File: src/design/ise_pkg.sv
// ----------------------------------------------------------------------------
// ise_pkg - shared types for the insertion sort engine
// Word type and the structs that link neighboring sort cells.
// ----------------------------------------------------------------------------
`default_nettype none

package ise_pkg;

   localparam int WORD_W = 32;

   typedef logic signed [WORD_W-1:0] word_type;

   // What one cell shows its neighbors.
   typedef struct packed {
      word_type value;
      logic     valid;
      logic     greater;   // stored value is above the value being inserted
   } cell_link_type;

   // Broadcast control from the top level to every cell.
   typedef struct packed {
      logic     insert;
      logic     shift;
      word_type value;
   } cell_ctrl_type;

endpackage

`default_nettype wire

File: src/design/ise_cell.sv
// ----------------------------------------------------------------------------
// ise_cell - one slot of the systolic sort chain
// Holds one value; takes the inserted value or its left neighbor's on insert,
// and its right neighbor's on shift.
// ----------------------------------------------------------------------------
`default_nettype none

module ise_cell (
   input  wire logic                   clock,
   input  wire logic                   reset,
   input  wire ise_pkg::cell_ctrl_type ctrl,
   input  wire ise_pkg::cell_link_type prev_link,
   input  wire ise_pkg::cell_link_type next_link,
   output      ise_pkg::cell_link_type link
);

   ise_pkg::word_type value_ff, value_in;
   logic              valid_ff, valid_in;
   logic              greater;
   logic              take;

   // Strict compare keeps equal values in arrival order.
   assign greater = valid_ff && (value_ff > ctrl.value);
   assign take    = greater || (!valid_ff && prev_link.valid);

   always_comb begin
      value_in = value_ff;
      valid_in = valid_ff;
      if (ctrl.shift) begin
         value_in = next_link.value;
         valid_in = next_link.valid;
      end else if (ctrl.insert && take) begin
         value_in = prev_link.greater ? prev_link.value : ctrl.value;
         valid_in = 1'b1;
      end
   end

   always_ff @(posedge clock) begin
      if (reset) begin
         valid_ff <= 1'b0;
      end else begin
         valid_ff <= valid_in;
      end
   end

   always_ff @(posedge clock) begin
      value_ff <= value_in;
   end

   assign link.value   = value_ff;
   assign link.valid   = valid_ff;
   assign link.greater = greater;

endmodule

`default_nettype wire

File: config.mk
export PLATFORM = sky130hd
export DESIGN_NAME = ise_cell
export DESIGN_NICKNAME = d
export VERILOG_FILES = /design/src/design/ise_pkg.sv /design/src/design/ise_cell.sv
export SDC_FILE = /design/constraint.sdc
export NUM_CORES = 1
export LEC_CHECK = 0
export ABC_AREA = 1
export BUFFER_PORTS_ARGS = -buffer_cell sky130_fd_sc_hd__clkbuf_2
export CAP_MARGIN = 10
export CORE_MARGIN = 8
export CORE_UTILIZATION = 35
export CTS_CLUSTER_DIAMETER = 200
export CTS_CLUSTER_SIZE = 40
export DETAILED_ROUTE_END_ITERATION = 10
export GPL_TIMING_DRIVEN = 0
export PLACE_DENSITY = 0.67
export SYNTH_ARGS = -nofsm -noshare
export SYNTH_HDL_FRONTEND = slang
export SYNTH_SLANG_ARGS = --single-unit
export TNS_END_PERCENT = 30
File: constraint.sdc
create_clock -name clock -period 2.6 [get_ports clock]
set_input_delay 0.13 -clock clock [delete_from_list [all_inputs] [get_ports clock]]
set_output_delay 0.13 -clock clock [all_outputs]
set_load 0.03 [all_outputs]
Yosys cells after proc, flatten, opt, wreduce, memory -nomap -nowiden --
Index checks and enable logic that the tools add are counted.
Word-level totals: register bits 33, bits of input ports 104, output and inout port bits 34, word-level logic and storage cells 14
Operators by class: order comparisons 1, mux-type cells 5, reduce and logical (&&, ||, !) cells 6
Operators by type and width (count):
- $mux W32 | 3
- $gt A32 B32 Y1 | 1
- $logic_and A1 B1 Y1 | 3
- $mux W1 | 2
- $reduce_bool A2 Y1 | 1
- $logic_not A1 Y1 | 1
- $logic_or A1 B1 Y1 | 1

Longest topological paths before layout --
depth in word-level cells 6, gate-level depth with buffers 18, gate-level depth less buffers 18

Worst setup path before layout --
No wires, ideal clock.
path type reg2reg, from register value_ff[31], to register value_ff[0] (enable), library setup time 390 ps, data arrival time 2338 ps, data required time 2210 ps, path slack -127 ps, cell stages (with the launch flop) 12, path buffers 0, clock period less this slack 2727 ps, cells stage by stage edfxtp_1 ha_1 nand2_1 nor2_2 nand2_2 nor3b_2 nand2_1 nand3_1 nand3_2 nand2_1 nand2_1 nand2_1
Between the ends: word-level cells in the longest chain between the ends 5
RTL lines:
- from (decl) | line ise_cell.sv:17 | ise_pkg::word_type value_ff, value_in;
- from (signal assigned) | line ise_cell.sv:47 | value_ff <= value_in;
- $gt A32 B32 Y1 | line ise_cell.sv:23 | assign greater = valid_ff && (value_ff > ctrl.value);
- $logic_and A1 B1 Y1 | line ise_cell.sv:23
- $logic_or A1 B1 Y1 | line ise_cell.sv:24 | assign take = greater || (!valid_ff && prev_link.valid);
- $logic_and A1 B1 Y1 | line ise_cell.sv:32 | end else if (ctrl.insert && take) begin
- $reduce_bool A2 Y1 (no line)
No other way between the ends. A chain may end at the register's enable or synchronous reset.

Worst setup path after layout --
from register value_ff[15], to register value_ff[8] (enable)
Same word-level chain as after synthesis.

==> metrics <==
Hold Worst Slack 0.100 ns; placed cell area 3400 um^2; Final Max Slew Viols 0; fraction of layout cells with a size suffix above 1 0.335; via count of the first global-routing pass 2855; metal2 WL 4090 um; crit path time final 2.32 ns; Final Hold Fails 0; worst vdd ir 0.000239 V; fin crit share 0.894; Worst Path Required 2.56 ns; Mapped Nets 443; Skew-Pair Late Insertion Delay 0.29 ns; Max-slew headroom 0.560; Netlist cell types 25; GRT Overall Usage 0.160; clk buf depth 2; DR iter-0 viols 52; DR vias 2602; Max Cap Viol 0; Port Buffers 135; Yosys reg bits 33; GR Overflow Total 0; measured slew at the worst slew-check pin 0.660 ns; Fillers 730; CTS Buf Count 5; crit path DAT 2.28 ns; first-pass GRT wire length 13300 um; clk root buf clkbuf_8; Max Freq 430 MHz; Die Y 102 um; post-route cell area 3500 um^2; per-cell routed wire length 15.1 um; Cells after Synth 307; skew final 0.0109 ns; footprint of the multi-input gates 1390 um^2; Die X 102 um; clk slew on worst S/H paths 0.08 ns; remaining routing DRC violations 0; Max H-tree Level 2; gp weighted congestion 0.841; fin util 0.486; PwrDens 465 nW/um^2; CTS tree yes; wirelength, routed 8320 um; largest net degree at the start of global routing 33; Ys Warns 0; CP Launch Type register; status finished, final reports clean; synthesized cell area 2600 um^2; HPWL after detailed placement 6660 um; met3 WL 642 um; die area 10400 um^2; Clock Sinks 33; Net count, final 586; drt via density 4.73; Hold Crit Class in2reg; row cnt 31; sequential standard cell area 981 um^2; syn_area_per_cell 8.46 um^2; total core area 7210 um^2; initial antenna violation count 0; diode count 0; met1 WL 3490 um; Post-CTS Setup Inserts 0; Crit Path Category reg2reg; Antenna Nets Post-Route 0; # IOs 138; crit path max fanout 32; P_leak 1.80 nW; CP Capture Type register; sequential area share after synthesis 0.378; Area Overhead vs Synth 34.9%; top layer reached by signal wires met4; Pre-antenna DRT Iters 4; RSZ-0062 raised after global routing no; initial core utilization 0.360; final setup fails 0
timing repair:
| item | 4_1_cts | 5_1_grt |
|---|---|---|
| gates resized for setup | 1 | 1 |
| endpoints found under the hold margin | 1 | 0 |
| hold buffers | 1 | 0 |
| setup endpoints to repair | 32 | 15 |
through the flow:
stage / worst slack [ns] / total power, W / instances / TNS, ns
2_1_floorplan: 0.165 / 0.00104 / 307 / 0
4_1_cts: 0.128 / 0.00165 / 550 / 0
6_report: 0.277 / 0.00163 / 550 / 0
3_3_place_gp: -0.0434 / 0.00124 / 541 / -1.35
3_5_place_dp: -0.0954 / 0.00125 / 541 / -3.01
5_1_grt: 0.0862 / 0.00173 / 550 / 0
state kept, by name, summed over array words and instances (netlist names):
signal and flops:
valid_ff 1, value_ff 32
power breakdown:
part	internal, W	switching (W)	total [W]
clock network	0.000188	0.000204	0.000393
registers	0.000650	0.0000286	0.000679
logic	0.000218	0.000341	0.000559
synth_stat cells, drive strengths merged:
master  count  share of area
dfxtp       1         0.0077
a21oi      20          0.039
ha         32           0.15
o21a       31          0.090
nor3        1         0.0019
nand4       2         0.0048
nand3       5          0.012
o211ai     29          0.084
clkinv      1         0.0014
nand2      72           0.11
edfxtp     32           0.37
inv        46          0.067
a21o        1         0.0029
nor2       14          0.022
a211oi      1         0.0029
nand3b      1         0.0029
nor3b       1         0.0048
o21ai       2         0.0039
buf         3         0.0077
clkbuf     12          0.017
placed cells by master, fill, tap and decap left out, types with 2 or more instances in the layout:
cell,synthesis,layout
o21a_1,31,31
nor2_2,2,2
inv_1,45,45
clkbuf_2,0,135
edfxtp_1,32,32
clkbuf_8,0,5
o211ai_1,29,29
a21oi_1,20,20
nand4_1,2,2
nand2_1,71,70
nand3_1,4,4
nor2_1,12,12
ha_1,32,32
buf_4,2,2
o21ai_0,2,2
clkbuf_1,12,14
cells by family (layout without fill, tap and decap cells):
| logic type | Yosys count | count (layout) | share of synthesized area |
|---|---|---|---|
| AND/OR/NAND/NOR | 96 | 96 | 0.153 |
| AO/OA/AOI/OAI | 84 | 84 | 0.222 |
| buffers and inverters | 62 | 206 | 0.0930 |
| flip-flops | 33 | 33 | 0.378 |
| adder cells (fa/ha/maj) | 32 | 32 | 0.154 |
critical path, cell delays in order, from the launching register on:
cell and delay, ns:
edfxtp_1 0.42, ha_1 0.31, nand2_1 0.06, nor2_1 0.15, nand4_1 0.11, clkinv_1 0.10
nand2_1 0.06, nand2_1 0.07, nand2_1 0.07, nand3_1 0.09, nand3_2 0.09, nand2_1 0.06
nand2_1 0.12, nand2_8 0.27
metal layers:
metal / vias up / track usage
li1: 1338 / -
met1: 1170 / 0.186
met2: 86 / 0.279
met3: 8 / 0.0443
met4: 0 / 0.0440
met5: - / 0
path summary, 6_finish.rpt:
path | startpoint | to | slack [ns] | cells past startpoint
worst min-delay path | next_link[1] | valid_ff | 0.1 | 3
worst max register to register | value_ff[15] | value_ff[8] | 0.28 | 13
worst max-delay path | value_ff[15] | value_ff[8] | 0.28 | 13
worst min register to register | valid_ff | valid_ff | 0.57 | 2
layout make-up:
type,instances,area share
multi-input cells,212,0.397
flip-flops and latches,33,0.280
repair buffers,136,0.196
inverters,47,0.0504
well taps,99,0.0354
clock buffers,7,0.0218
plain buffers,15,0.0186
clock inverters,1,0.00143
No activity file was read; power rests on OpenSTA's default activity.
